File: config.mk
export PLATFORM = sky130hd
export DESIGN_NAME = triangle_bbox_rasterizer
export DESIGN_NICKNAME = d
export VERILOG_FILES = /design/src/rtl/tbr_pkg.sv /design/src/rtl/tbr_fifo.sv /design/src/rtl/tbr_front.sv /design/src/rtl/tbr_back.sv /design/src/rtl/triangle_bbox_rasterizer.sv
export SDC_FILE = /design/constraint.sdc
export NUM_CORES = 2
export LEC_CHECK = 0
export ABC_AREA = 1
export BUFFER_PORTS_ARGS = -buffer_cell sky130_fd_sc_hd__buf_2
export CAP_MARGIN = 25
export CORE_ASPECT_RATIO = 2
export CORE_MARGIN = 2
export CORE_UTILIZATION = 50
export DETAILED_ROUTE_END_ITERATION = 10
export PLACE_DENSITY = 0.66
export SLEW_MARGIN = 20
export SYNTH_ARGS = -nofsm -noshare
export SYNTH_HDL_FRONTEND = slang
export SYNTH_SLANG_ARGS = --single-unit
File: constraint.sdc
create_clock -name clk -period 18.45 [get_ports clk]
set_input_delay 0.9225 -clock clk [delete_from_list [all_inputs] [get_ports clk]]
set_output_delay 0.9225 -clock clk [all_outputs]
set_load 0.03 [all_outputs]
File: src/rtl/tbr_pkg.sv
// ----------------------------------------------------------------------------
// tbr_pkg: shared types and constants for the triangle rasteriser
// Command and job codes, default sizes and the queue status bundle.
// ----------------------------------------------------------------------------
package tbr_pkg;

    localparam int CoordBits  = 10;
    localparam int ColorBits  = 32;
    localparam int QueueDepth = 4;

    typedef enum logic
    {
        CMD_LOAD = 1'b0,
        CMD_STEP = 1'b1
    } command_t;

    typedef enum logic
    {
        JOB_LOAD  = 1'b0,
        JOB_PIXEL = 1'b1
    } job_kind_t;

    typedef struct packed
    {
        logic full;
        logic empty;
    } queue_status_t;

endpackage

File: src/rtl/tbr_fifo.sv
// ----------------------------------------------------------------------------
// tbr_fifo: small synchronous queue
// Register-based circular buffer with a fill count; the head is shown
// combinationally on rdata.
// ----------------------------------------------------------------------------
module tbr_fifo
    import tbr_pkg::*;
#(
    parameter int WIDTH = 8,
    parameter int DEPTH = QueueDepth
)
(
    input  logic             clk,
    input  logic             rst_n,
    input  logic             push,
    input  logic [WIDTH-1:0] wdata,
    input  logic             pop,
    output logic [WIDTH-1:0] rdata,
    output queue_status_t    status
);

    localparam int PtrBits = (DEPTH > 1) ? $clog2(DEPTH) : 1;
    localparam int CntBits = $clog2(DEPTH + 1);

    logic [WIDTH-1:0]   mem [DEPTH];
    logic [PtrBits-1:0] wr_ptr_reg;
    logic [PtrBits-1:0] wr_ptr_next;
    logic [PtrBits-1:0] rd_ptr_reg;
    logic [PtrBits-1:0] rd_ptr_next;
    logic [CntBits-1:0] count_reg;
    logic [CntBits-1:0] count_next;
    logic               do_push;
    logic               do_pop;

    assign status.full  = (count_reg == CntBits'(DEPTH));
    assign status.empty = (count_reg == '0);
    assign do_push      = push && !status.full;
    assign do_pop       = pop && !status.empty;
    assign rdata        = mem[rd_ptr_reg];

    always_comb
    begin
        wr_ptr_next = wr_ptr_reg;
        rd_ptr_next = rd_ptr_reg;
        count_next  = count_reg;
        if (do_push)
        begin
            wr_ptr_next = (wr_ptr_reg == PtrBits'(DEPTH - 1)) ? '0 : wr_ptr_reg + 1'b1;
        end
        if (do_pop)
        begin
            rd_ptr_next = (rd_ptr_reg == PtrBits'(DEPTH - 1)) ? '0 : rd_ptr_reg + 1'b1;
        end
        case ({do_push, do_pop})
            2'b10:   count_next = count_reg + 1'b1;
            2'b01:   count_next = count_reg - 1'b1;
            default: count_next = count_reg;
        endcase
    end

    always_ff @(posedge clk or negedge rst_n)
    begin
        if (!rst_n)
        begin
            wr_ptr_reg <= '0;
            rd_ptr_reg <= '0;
            count_reg  <= '0;
        end
        else
        begin
            wr_ptr_reg <= wr_ptr_next;
            rd_ptr_reg <= rd_ptr_next;
            count_reg  <= count_next;
        end
    end

    always_ff @(posedge clk)
    begin
        if (do_push)
        begin
            mem[wr_ptr_reg] <= wdata;
        end
    end

endmodule

File: src/rtl/tbr_front.sv
// ----------------------------------------------------------------------------
// tbr_front: command front end
// Keeps the bounding box, the raster cursor and the active flag; turns each
// load into a load job and each active step into a pixel job.
// ----------------------------------------------------------------------------
module tbr_front
    import tbr_pkg::*;
#(
    parameter int COORD_BITS = CoordBits,
    parameter int JOB_BITS   = 6 * CoordBits + ColorBits + 2
)
(
    input  logic                  clk,
    input  logic                  rst_n,
    input  logic                  in_beat,
    input  logic                  command,
    input  logic [COORD_BITS-1:0] vert_a_x,
    input  logic [COORD_BITS-1:0] vert_a_y,
    input  logic [COORD_BITS-1:0] vert_b_x,
    input  logic [COORD_BITS-1:0] vert_b_y,
    input  logic [COORD_BITS-1:0] vert_c_x,
    input  logic [COORD_BITS-1:0] vert_c_y,
    input  logic [ColorBits-1:0]  paint_color,
    output logic                  job_push,
    output logic [JOB_BITS-1:0]   job_data
);

    logic [COORD_BITS-1:0] box_min_x_reg;
    logic [COORD_BITS-1:0] box_min_x_next;
    logic [COORD_BITS-1:0] box_max_x_reg;
    logic [COORD_BITS-1:0] box_max_x_next;
    logic [COORD_BITS-1:0] box_max_y_reg;
    logic [COORD_BITS-1:0] box_max_y_next;
    logic [COORD_BITS-1:0] cursor_x_reg;
    logic [COORD_BITS-1:0] cursor_x_next;
    logic [COORD_BITS-1:0] cursor_y_reg;
    logic [COORD_BITS-1:0] cursor_y_next;
    logic                  active_reg;
    logic                  active_next;

    logic [COORD_BITS-1:0] min_x_ab;
    logic [COORD_BITS-1:0] min_x;
    logic [COORD_BITS-1:0] max_x_ab;
    logic [COORD_BITS-1:0] max_x;
    logic [COORD_BITS-1:0] min_y_ab;
    logic [COORD_BITS-1:0] min_y;
    logic [COORD_BITS-1:0] max_y_ab;
    logic [COORD_BITS-1:0] max_y;
    logic                  is_load;
    logic                  last;

    assign min_x_ab = (vert_a_x < vert_b_x) ? vert_a_x : vert_b_x;
    assign min_x    = (min_x_ab < vert_c_x) ? min_x_ab : vert_c_x;
    assign max_x_ab = (vert_a_x > vert_b_x) ? vert_a_x : vert_b_x;
    assign max_x    = (max_x_ab > vert_c_x) ? max_x_ab : vert_c_x;
    assign min_y_ab = (vert_a_y < vert_b_y) ? vert_a_y : vert_b_y;
    assign min_y    = (min_y_ab < vert_c_y) ? min_y_ab : vert_c_y;
    assign max_y_ab = (vert_a_y > vert_b_y) ? vert_a_y : vert_b_y;
    assign max_y    = (max_y_ab > vert_c_y) ? max_y_ab : vert_c_y;

    assign is_load  = (command == CMD_LOAD);
    assign last     = (cursor_x_reg == box_max_x_reg) && (cursor_y_reg == box_max_y_reg);
    // steps with no triangle are taken and dropped
    assign job_push = in_beat && (is_load || active_reg);

    always_comb
    begin
        if (is_load)
        begin
            job_data = {logic'(JOB_LOAD), 1'b0, paint_color,
                        vert_c_y, vert_c_x, vert_b_y, vert_b_x, vert_a_y, vert_a_x};
        end
        else
        begin
            job_data = {logic'(JOB_PIXEL), last, {ColorBits{1'b0}},
                        {(4 * COORD_BITS){1'b0}}, cursor_y_reg, cursor_x_reg};
        end
    end

    always_comb
    begin
        box_min_x_next = box_min_x_reg;
        box_max_x_next = box_max_x_reg;
        box_max_y_next = box_max_y_reg;
        cursor_x_next  = cursor_x_reg;
        cursor_y_next  = cursor_y_reg;
        active_next    = active_reg;
        if (in_beat)
        begin
            if (is_load)
            begin
                box_min_x_next = min_x;
                box_max_x_next = max_x;
                box_max_y_next = max_y;
                cursor_x_next  = min_x;
                cursor_y_next  = min_y;
                active_next    = 1'b1;
            end
            else if (active_reg)
            begin
                if (last)
                begin
                    active_next = 1'b0;
                end
                else if (cursor_x_reg >= box_max_x_reg)
                begin
                    // wrap to the start of the next row
                    cursor_x_next = box_min_x_reg;
                    cursor_y_next = cursor_y_reg + 1'b1;
                end
                else
                begin
                    cursor_x_next = cursor_x_reg + 1'b1;
                end
            end
        end
    end

    always_ff @(posedge clk or negedge rst_n)
    begin
        if (!rst_n)
        begin
            box_min_x_reg <= '0;
            box_max_x_reg <= '0;
            box_max_y_reg <= '0;
            cursor_x_reg  <= '0;
            cursor_y_reg  <= '0;
            active_reg    <= 1'b0;
        end
        else
        begin
            box_min_x_reg <= box_min_x_next;
            box_max_x_reg <= box_max_x_next;
            box_max_y_reg <= box_max_y_next;
            cursor_x_reg  <= cursor_x_next;
            cursor_y_reg  <= cursor_y_next;
            active_reg    <= active_next;
        end
    end

endmodule

File: src/rtl/tbr_back.sv
// ----------------------------------------------------------------------------
// tbr_back: edge-function pipeline
// Three stages: coordinate differences, products, then edge values and the
// sign test. Load jobs update the vertex set and the doubled total area.
// ----------------------------------------------------------------------------
module tbr_back
    import tbr_pkg::*;
#(
    parameter int COORD_BITS = CoordBits,
    parameter int JOB_BITS   = 6 * CoordBits + ColorBits + 2,
    parameter int OUT_BITS   = 2 * CoordBits + ColorBits + 2
)
(
    input  logic                clk,
    input  logic                rst_n,
    input  logic [JOB_BITS-1:0] job_data,
    input  queue_status_t       job_status,
    output logic                job_pop,
    input  queue_status_t       out_status,
    output logic                out_push,
    output logic [OUT_BITS-1:0] out_data
);

    localparam int DiffBits = COORD_BITS + 1;
    localparam int ProdBits = 2 * COORD_BITS + 2;
    localparam int EdgeBits = 2 * COORD_BITS + 3;
    localparam int ColorLsb = 6 * COORD_BITS;
    localparam int LastBit  = ColorLsb + ColorBits;
    localparam int KindBit  = LastBit + 1;

    // job fields
    logic [COORD_BITS-1:0] job_x [3];
    logic [COORD_BITS-1:0] job_y [3];
    logic [ColorBits-1:0]  job_color;
    logic                  job_last;
    job_kind_t             job_kind;

    // triangle held for pixel jobs
    logic [COORD_BITS-1:0] vx_reg [3];
    logic [COORD_BITS-1:0] vy_reg [3];
    logic [ColorBits-1:0]  color_reg;
    logic signed [EdgeBits-1:0] total_reg;

    logic                  en;
    logic [COORD_BITS-1:0] src_x [3];
    logic [COORD_BITS-1:0] src_y [3];
    logic [COORD_BITS-1:0] p_x;
    logic [COORD_BITS-1:0] p_y;

    // stage 1
    logic                       s1_valid_reg;
    job_kind_t                  s1_kind_reg;
    logic                       s1_last_reg;
    logic [COORD_BITS-1:0]      s1_px_reg;
    logic [COORD_BITS-1:0]      s1_py_reg;
    logic [ColorBits-1:0]       s1_color_reg;
    logic [ColorBits-1:0]       s1_color_next;
    logic signed [DiffBits-1:0] s1_dqx_reg [3];
    logic signed [DiffBits-1:0] s1_dqy_reg [3];
    logic signed [DiffBits-1:0] s1_drx_reg [3];
    logic signed [DiffBits-1:0] s1_dry_reg [3];
    logic signed [DiffBits-1:0] s1_dqx_next [3];
    logic signed [DiffBits-1:0] s1_dqy_next [3];
    logic signed [DiffBits-1:0] s1_drx_next [3];
    logic signed [DiffBits-1:0] s1_dry_next [3];

    // stage 2
    logic                       s2_valid_reg;
    job_kind_t                  s2_kind_reg;
    logic                       s2_last_reg;
    logic [COORD_BITS-1:0]      s2_px_reg;
    logic [COORD_BITS-1:0]      s2_py_reg;
    logic [ColorBits-1:0]       s2_color_reg;
    logic signed [ProdBits-1:0] s2_pa_reg [3];
    logic signed [ProdBits-1:0] s2_pb_reg [3];
    logic signed [ProdBits-1:0] s2_pa_next [3];
    logic signed [ProdBits-1:0] s2_pb_next [3];

    // stage 3
    logic                       s3_valid_reg;
    logic [COORD_BITS-1:0]      s3_px_reg;
    logic [COORD_BITS-1:0]      s3_py_reg;
    logic [ColorBits-1:0]       s3_color_reg;
    logic                       s3_inside_reg;
    logic                       s3_inside_next;
    logic                       s3_last_reg;
    logic signed [EdgeBits-1:0] edge_val [3];
    logic [2:0]                 edge_ok;

    always_comb
    begin
        for (int i = 0; i < 3; i++)
        begin
            job_x[i] = job_data[2 * i * COORD_BITS +: COORD_BITS];
            job_y[i] = job_data[(2 * i + 1) * COORD_BITS +: COORD_BITS];
        end
    end

    assign job_color = job_data[ColorLsb +: ColorBits];
    assign job_last  = job_data[LastBit];
    assign job_kind  = job_kind_t'(job_data[KindBit]);

    // hold the whole pipe while a finished beat cannot leave
    assign en      = !(s3_valid_reg && out_status.full);
    assign job_pop = en && !job_status.empty;

    // a load job runs with p at vertex a, so lane 1 yields the total area
    always_comb
    begin
        if (job_kind == JOB_LOAD)
        begin
            src_x         = job_x;
            src_y         = job_y;
            p_x           = job_x[0];
            p_y           = job_y[0];
            s1_color_next = job_color;
        end
        else
        begin
            src_x         = vx_reg;
            src_y         = vy_reg;
            p_x           = job_x[0];
            p_y           = job_y[0];
            s1_color_next = color_reg;
        end
        for (int i = 0; i < 3; i++)
        begin
            s1_dqx_next[i] = signed'({1'b0, src_x[i]}) - signed'({1'b0, p_x});
            s1_dqy_next[i] = signed'({1'b0, src_y[i]}) - signed'({1'b0, p_y});
            s1_drx_next[i] = signed'({1'b0, src_x[(i + 1) % 3]}) - signed'({1'b0, p_x});
            s1_dry_next[i] = signed'({1'b0, src_y[(i + 1) % 3]}) - signed'({1'b0, p_y});
        end
    end

    always_comb
    begin
        for (int i = 0; i < 3; i++)
        begin
            s2_pa_next[i] = s1_dqx_reg[i] * s1_dry_reg[i];
            s2_pb_next[i] = s1_drx_reg[i] * s1_dqy_reg[i];
        end
    end

    always_comb
    begin
        for (int i = 0; i < 3; i++)
        begin
            edge_val[i] = {s2_pa_reg[i][ProdBits-1], s2_pa_reg[i]}
                        - {s2_pb_reg[i][ProdBits-1], s2_pb_reg[i]};
            edge_ok[i]  = (edge_val[i] != '0) && (total_reg != '0)
                        && (edge_val[i][EdgeBits-1] == total_reg[EdgeBits-1]);
        end
        s3_inside_next = &edge_ok;
    end

    always_ff @(posedge clk or negedge rst_n)
    begin
        if (!rst_n)
        begin
            s1_valid_reg <= 1'b0;
            s2_valid_reg <= 1'b0;
            s3_valid_reg <= 1'b0;
        end
        else if (en)
        begin
            s1_valid_reg <= job_pop;
            s2_valid_reg <= s1_valid_reg;
            s3_valid_reg <= s2_valid_reg && (s2_kind_reg == JOB_PIXEL);
        end
    end

    always_ff @(posedge clk)
    begin
        if (job_pop && (job_kind == JOB_LOAD))
        begin
            vx_reg    <= job_x;
            vy_reg    <= job_y;
            color_reg <= job_color;
        end
        if (en && s2_valid_reg && (s2_kind_reg == JOB_LOAD))
        begin
            total_reg <= edge_val[1];
        end
        if (en)
        begin
            s1_kind_reg   <= job_kind;
            s1_last_reg   <= job_last;
            s1_px_reg     <= p_x;
            s1_py_reg     <= p_y;
            s1_color_reg  <= s1_color_next;
            s1_dqx_reg    <= s1_dqx_next;
            s1_dqy_reg    <= s1_dqy_next;
            s1_drx_reg    <= s1_drx_next;
            s1_dry_reg    <= s1_dry_next;

            s2_kind_reg   <= s1_kind_reg;
            s2_last_reg   <= s1_last_reg;
            s2_px_reg     <= s1_px_reg;
            s2_py_reg     <= s1_py_reg;
            s2_color_reg  <= s1_color_reg;
            s2_pa_reg     <= s2_pa_next;
            s2_pb_reg     <= s2_pb_next;

            s3_px_reg     <= s2_px_reg;
            s3_py_reg     <= s2_py_reg;
            s3_color_reg  <= s2_color_reg;
            s3_inside_reg <= s3_inside_next;
            s3_last_reg   <= s2_last_reg;
        end
    end

    assign out_push = s3_valid_reg && !out_status.full;
    assign out_data = {s3_last_reg, s3_inside_reg, s3_color_reg, s3_py_reg, s3_px_reg};

endmodule

File: src/rtl/triangle_bbox_rasterizer.sv
// ----------------------------------------------------------------------------
// triangle_bbox_rasterizer: bounding-box edge-function triangle rasteriser
// Front end, job queue, edge-function pipeline and result queue.
// ----------------------------------------------------------------------------
// Takes one beat per cycle on the input side while full is low: a load
// stores a triangle and its colour, each step then gives one result per
// position of the bounding box in raster order, with last_in_box set on the
// final one. Pixels on an edge and all pixels of a degenerate triangle are
// reported as outside. Steps with no active triangle are taken and give
// nothing. A step beat is written into the job queue, popped into the first
// pipeline stage (differences), passes the remaining stages (the six
// multipliers, then edge values with sign test) and is pushed into the
// result queue.
// Sustained rate is one item per cycle while the result queue is not full,
// set by the front end's cursor update and the multiplier stage; full rises
// only when the result queue has filled because pop is held low.
module triangle_bbox_rasterizer
    import tbr_pkg::*;
#(
    parameter int COORD_BITS = CoordBits
)
(
    input  logic                  clk,
    input  logic                  rst_n,
    input  logic                  push,
    output logic                  full,
    input  logic                  command,
    input  logic [COORD_BITS-1:0] vert_a_x,
    input  logic [COORD_BITS-1:0] vert_a_y,
    input  logic [COORD_BITS-1:0] vert_b_x,
    input  logic [COORD_BITS-1:0] vert_b_y,
    input  logic [COORD_BITS-1:0] vert_c_x,
    input  logic [COORD_BITS-1:0] vert_c_y,
    input  logic [ColorBits-1:0]  paint_color,
    output logic                  empty,
    input  logic                  pop,
    output logic [COORD_BITS-1:0] pixel_x,
    output logic [COORD_BITS-1:0] pixel_y,
    output logic [ColorBits-1:0]  pixel_color,
    output logic                  inside_res,
    output logic                  last_in_box
);

    localparam int JobBits = 6 * COORD_BITS + ColorBits + 2;
    localparam int OutBits = 2 * COORD_BITS + ColorBits + 2;

    logic               in_beat;
    logic               job_push;
    logic [JobBits-1:0] job_wdata;
    logic [JobBits-1:0] job_rdata;
    logic               job_pop;
    queue_status_t      job_status;
    logic               res_push;
    logic [OutBits-1:0] res_wdata;
    logic [OutBits-1:0] res_rdata;
    queue_status_t      res_status;

    assign full    = job_status.full;
    assign in_beat = push && !job_status.full;

    tbr_front #(
        .COORD_BITS (COORD_BITS),
        .JOB_BITS   (JobBits)
    ) u_front (
        .clk         (clk),
        .rst_n       (rst_n),
        .in_beat     (in_beat),
        .command     (command),
        .vert_a_x    (vert_a_x),
        .vert_a_y    (vert_a_y),
        .vert_b_x    (vert_b_x),
        .vert_b_y    (vert_b_y),
        .vert_c_x    (vert_c_x),
        .vert_c_y    (vert_c_y),
        .paint_color (paint_color),
        .job_push    (job_push),
        .job_data    (job_wdata)
    );

    tbr_fifo #(
        .WIDTH (JobBits),
        .DEPTH (QueueDepth)
    ) u_job_queue (
        .clk    (clk),
        .rst_n  (rst_n),
        .push   (job_push),
        .wdata  (job_wdata),
        .pop    (job_pop),
        .rdata  (job_rdata),
        .status (job_status)
    );

    tbr_back #(
        .COORD_BITS (COORD_BITS),
        .JOB_BITS   (JobBits),
        .OUT_BITS   (OutBits)
    ) u_back (
        .clk        (clk),
        .rst_n      (rst_n),
        .job_data   (job_rdata),
        .job_status (job_status),
        .job_pop    (job_pop),
        .out_status (res_status),
        .out_push   (res_push),
        .out_data   (res_wdata)
    );

    tbr_fifo #(
        .WIDTH (OutBits),
        .DEPTH (QueueDepth)
    ) u_res_queue (
        .clk    (clk),
        .rst_n  (rst_n),
        .push   (res_push),
        .wdata  (res_wdata),
        .pop    (pop),
        .rdata  (res_rdata),
        .status (res_status)
    );

    assign empty       = res_status.empty;
    assign pixel_x     = res_rdata[COORD_BITS-1:0];
    assign pixel_y     = res_rdata[2*COORD_BITS-1:COORD_BITS];
    assign pixel_color = res_rdata[2*COORD_BITS +: ColorBits];
    assign inside_res  = res_rdata[2*COORD_BITS+ColorBits];
    assign last_in_box = res_rdata[2*COORD_BITS+ColorBits+1];

endmodule
==> flow_summary.html <==
<table>
<tr><th>Metric</th><th>Value</th></tr>
<tr><th colspan="2">Logic synthesis</th></tr>
<tr><td>Largest family of logic cells by synthesized area</td><td>adder cells</td></tr>
<tr><td>Syn Inst Count</td><td>8223</td></tr>
<tr><td>Share of synthesized area spent on multiplexers</td><td>0.0752%</td></tr>
<tr><td>Synthesized Nets</td><td>between 9k and 10k</td></tr>
<tr><td>Post-synthesis adder-cell area fraction</td><td>around a quarter</td></tr>
<tr><td>Post-synthesis instance area</td><td>roughly 80000 um^2</td></tr>
<tr><td>Yosys warnings</td><td>0</td></tr>
<tr><td>Mean post-synth cell area</td><td>9.72 um^2</td></tr>
<tr><td>Count of unique library cells instantiated by Yosys</td><td>59</td></tr>
<tr><td>Compound-Gate Fraction of Synth Area</td><td>7.28%</td></tr>
<tr><td>Sequential cell area fraction in the yosys report</td><td>42.2%</td></tr>
<tr><td>Simple-gate share of the synthesized area</td><td>12.8%</td></tr>
<tr><td>XOR/XNOR Fraction of Synth Area</td><td>2.41%</td></tr>
<tr><td>Synthesis-stage register bit count</td><td>~1.1k</td></tr>
<tr><th colspan="2">Floorplan</th></tr>
<tr><td>Chip height</td><td>569 um</td></tr>
<tr><td>Floorplan Core Area</td><td>159000 um^2</td></tr>
<tr><td>Die area</td><td>about 160000 um^2</td></tr>
<tr><td>Top-level port count</td><td>approximately 150</td></tr>
<tr><td>Die W</td><td>287 um</td></tr>
<tr><td>Site Rows</td><td>207</td></tr>
<tr><td>Initial Utilization</td><td>between 50% and 60%</td></tr>
<tr><th colspan="2">Worst setup path</th></tr>
<tr><td>Critical path arrival</td><td>6.45 ns</td></tr>
<tr><td>Required time at the worst-slack endpoint</td><td>18.86 ns</td></tr>
<tr><td>Critical path endpoint category</td><td>flop</td></tr>
<tr><td>Reg2Reg Depth</td><td>16</td></tr>
<tr><td>CP Launch Type</td><td>flop</td></tr>
<tr><td>Critical Path Slowest Stage Cell</td><td>clkinv_1</td></tr>
<tr><td>Buffering stage count on the worst path with inverters included</td><td>3</td></tr>
<tr><td>Critical path cell sequence</td><td>clkinv_1 &gt; nor2_1 &gt; fa_1 &gt; fa_1 &gt; fa_1 &gt; fa_1 &gt; inv_1 &gt; fa_1 &gt; inv_1 &gt; ha_1 &gt; nand2_1 &gt; nor2_1 &gt; nand4_1 &gt; o21ai_0 &gt; a31oi_1 &gt; xor2_1</td></tr>
<tr><td>Critical register-to-register path endpoint</td><td>u_back.s2_pa_reg[41]$_DFFE_PN_</td></tr>
<tr><td>Startpoint of the worst register-to-register path</td><td>u_back.s1_dqy_reg[10]$_DFFE_PN_</td></tr>
<tr><td>Crit path max-delay family</td><td>adder cells</td></tr>
<tr><td>Most frequent CP cell</td><td>fa_1</td></tr>
<tr><td>Setup slack of the most critical reg-to-reg path</td><td>12.40 ns</td></tr>
<tr><td>Delay contributed by the slowest stage of the critical path</td><td>around 0.80 ns</td></tr>
<tr><td>Maximum fanout count along the critical path</td><td>18</td></tr>
<tr><td>WS Path Type</td><td>flop to flop</td></tr>
<tr><th colspan="2">Route</th></tr>
<tr><td>Via density per instance</td><td>~5.4</td></tr>
<tr><td>Detailed-routing iteration count for the pre-antenna-repair pass</td><td>5</td></tr>
<tr><td>Wire length reported by the detailed router</td><td>207000 um</td></tr>
<tr><td>Post-detailed-route count of antenna-violating nets</td><td>0</td></tr>
<tr><td>Drt initial violations</td><td>roughly 3.5k</td></tr>
<tr><td>Total number of vias</td><td>56.1k</td></tr>
<tr><td>Residual DRC count</td><td>0</td></tr>
<tr><td>Wire per inst</td><td>around 20 um</td></tr>
<tr><th colspan="2">Final layout</th></tr>
<tr><td>Most common cell after layout, fill and taps aside</td><td>inv_1</td></tr>
<tr><td>Area growth syn-to-layout</td><td>8.74%</td></tr>
<tr><td>Largest register FFs</td><td>376</td></tr>
<tr><td>Total Nets Final</td><td>9596</td></tr>
<tr><td>Commonest non-fill, non-tap cells in the layout</td><td>inv_1, nand2_1, edfxtp_1, fa_1, nor2_1</td></tr>
<tr><td>Sequential cell area</td><td>33800 um^2</td></tr>
<tr><td>Fill cell total of the finished layout</td><td>13.9k</td></tr>
<tr><td>Register with the highest flop count</td><td>u_job_queue.mem</td></tr>
<tr><td>Utilization after layout</td><td>54.7%</td></tr>
<tr><td>Fraction of final layout cells with drive strength greater than 1</td><td>5.91%</td></tr>
<tr><td>Largest registers</td><td>u_job_queue.mem x376, u_res_queue.mem x216</td></tr>
<tr><td>Area of the multi-input gates</td><td>38500 um^2</td></tr>
<tr><th colspan="2">Timing</th></tr>
<tr><td>Pins Over Slew Limit</td><td>0</td></tr>
<tr><td>Final period demand of the worst path</td><td>about 6 ns</td></tr>
<tr><td>Worst slew margin relative to its limit</td><td>a little under a quarter</td></tr>
<tr><td>Number of endpoints failing setup at the final stage</td><td>0</td></tr>
<tr><td>Period utilisation layout</td><td>about a third</td></tr>
<tr><td>Clock tree skew after final layout</td><td>0.0660 ns</td></tr>
<tr><td>Least-Margin Pin Slew</td><td>1.13 ns</td></tr>
<tr><td>Final setup TNS</td><td>0 ns</td></tr>
<tr><td>Maximum clock frequency</td><td>around 0.17 GHz</td></tr>
<tr><td>Unrepaired setup endpoints after global routing</td><td>false</td></tr>
<tr><td>Final Hold Fails</td><td>0</td></tr>
<tr><th colspan="2">Global route</th></tr>
<tr><td>Via count of the first global-routing pass</td><td>59.6k</td></tr>
<tr><td>Met2 GRT Util</td><td>47.9%</td></tr>
<tr><td>First-pass GRT wire length</td><td>between 300000 and 400000 um</td></tr>
<tr><td>Total grt overflow</td><td>0</td></tr>
<tr><td>Maximum number of pins on one net before global-route repair</td><td>between 100 and 150</td></tr>
<tr><td>Global Route met1 Usage</td><td>25.7%</td></tr>
<tr><td>Antenna violations before repair</td><td>6</td></tr>
<tr><td>Global routing usage on met3</td><td>2.99%</td></tr>
<tr><td>GRT Util Overall</td><td>25.8%</td></tr>
<tr><td>GR peak layer</td><td>met2</td></tr>
<tr><th colspan="2">Clock tree</th></tr>
<tr><td>Number of buffers added for setup after CTS</td><td>0</td></tr>
<tr><td>H-tree depth</td><td>3</td></tr>
<tr><td>Number of buffers inserted during clock tree synthesis</td><td>101</td></tr>
<tr><td>Root cell of the clock tree</td><td>clkbuf_16</td></tr>
<tr><td>Max Buffers Root-to-Sink</td><td>3</td></tr>
<tr><td>Clock input transition at the sequential cells of the worst setup and hold paths</td><td>approximately 0.09 ns</td></tr>
<tr><td>Insertion delay of the later-clocked pin in the worst-skew pair</td><td>about 0.73 ns</td></tr>
<tr><td>Clock tree sinks</td><td>1135</td></tr>
<tr><td>Post-CTS sizing</td><td>0</td></tr>
<tr><td>TritonCTS clock tree</td><td>yes</td></tr>
<tr><td>Hold-fix buffer count after cts</td><td>0</td></tr>
<tr><th colspan="2">Hold path</th></tr>
<tr><td>Path class of the lowest-slack min-delay path</td><td>input pin to async pin</td></tr>
<tr><th colspan="2">Run status</th></tr>
<tr><td>Status</td><td>complete, no violations</td></tr>
<tr><th colspan="2">Placement</th></tr>
<tr><td>Final estimated routing congestion in global placement</td><td>0.930</td></tr>
<tr><td>Detail Placement HPWL</td><td>156000 um</td></tr>
<tr><td># port buffers</td><td>between 150 and 200</td></tr>
<tr><th colspan="2">Run</th></tr>
<tr><td>Max Cap Violations</td><td>0</td></tr>
</table>
## logic make-up after synthesis
family          after synthesis
mux                           6
fa+ha+maj                  1201
simple gates               2576
xor+xnor                    219
buf+inv                    2039
compound gates             1047
flops                      1135
## worst max-delay path by stage
stage / start / end / slack [ns] / depth (start not counted)
floorplan: u_res_queue.count_reg[2]$_DFFE_PN0P_ / u_back.color_reg[0]$_DFFE_PP_ / 3.80 / 3
global placement: u_back.s1_dqy_reg[2]$_DFFE_PN_ / u_back.s2_pb_reg[21]$_DFFE_PN_ / 12.43 / 15
detailed placement: u_back.s1_dqx_reg[32]$_DFFE_PN_ / u_back.s2_pb_reg[21]$_DFFE_PN_ / 12.41 / 15
CTS: u_back.s1_dqx_reg[32]$_DFFE_PN_ / u_back.s2_pb_reg[21]$_DFFE_PN_ / 12.43 / 15
global route: u_back.s1_dqy_reg[10]$_DFFE_PN_ / u_back.s2_pa_reg[41]$_DFFE_PN_ / 12.01 / 16
finish: u_back.s1_dqy_reg[10]$_DFFE_PN_ / u_back.s2_pa_reg[41]$_DFFE_PN_ / 12.40 / 16
## worst register-to-register path, stage by stage, from the launching register on
cell and delay, ns:
edfxtp_1 0.63, clkinv_1 0.80, nor2_1 0.39, fa_1 0.49, fa_1 0.52, fa_1 0.43, fa_1 0.49, inv_1 0.05
fa_1 0.47, inv_1 0.04, ha_1 0.36, nand2_1 0.07, nor2_1 0.13, nand4_1 0.09, o21ai_0 0.42, a31oi_1 0.18
xor2_1 0.18
## area by class of cell
| class | instances | share of cell area [%] |
|---|---|---|
| multi-input combinational | 5049 | 44.3 |
| clock buffer | 131 | 3.13 |
| sequential | 1135 | 38.8 |
| tap | 2090 | 3.01 |
| inverter | 1752 | 7.58 |
| clock inverter | 60 | 1.11 |
| antenna | 4 | 0.0115 |
| timing repair buffer | 259 | 2.00 |
## cells in the mapped netlist (all sizes together)
library cell     n  share of area, %
nand4           47              0.38
or2              4             0.031
a211oi           4             0.038
edfxtp        1067                40
a41oi            2             0.022
nor2           582               2.8
buf             41              0.31
nor4            12              0.11
a21boi           6             0.061
a2111oi          1             0.011
nor3            29              0.20
o221ai           1             0.011
xor2           129               1.4
clkinv           3             0.014
and3b            1             0.011
xnor2           90              0.99
o311ai           4             0.044
ha             490               7.7
inv           1749               8.2
mux2i            6             0.075
nand2         1692               8.0
o211ai           8             0.081
and2             4             0.031
o21bai          21              0.21
clkbuf         246               1.2
o31ai            8             0.075
nand3          196               1.2
o21a             8             0.075
nand3b           9             0.085
o21ai          500               3.2
o2111ai          6             0.066
o22ai          127              0.99
a21oi          306               1.9
a31oi            6             0.047
a32oi           23              0.25
a21o            16              0.15
dfrtp           68               2.1
fa             711                18
## metal layers
| layer | wire length, um | share of wire [%] | vias to the layer above |
|---|---|---|---|
| met4 | 18700 | 9.1 | 0 |
| li1 | - | - | 26200 |
| met3 | 9480 | 4.6 | 636 |
| met2 | 110000 | 53 | 1679 |
| met5 | 0 | 0 | - |
| met1 | 68700 | 33 | 27600 |
## per-stage QoR
stage	cell area, um^2	std cells	hold WS [ns]	worst slack, ns
4_1_cts	86800	10500	0.143	12.43
5_1_grt	86900	10500	0.177	12.01
3_5_place_dp	83100	10300	0.405	12.41
3_3_place_gp	82900	10300	0.401	12.43
6_report	86900	10500	0.146	12.40
2_1_floorplan	79900	8223	0.400	3.80
Power is not shown: default switching activity piles up to over one toggle a cycle in this logic, so the estimate is an artifact.
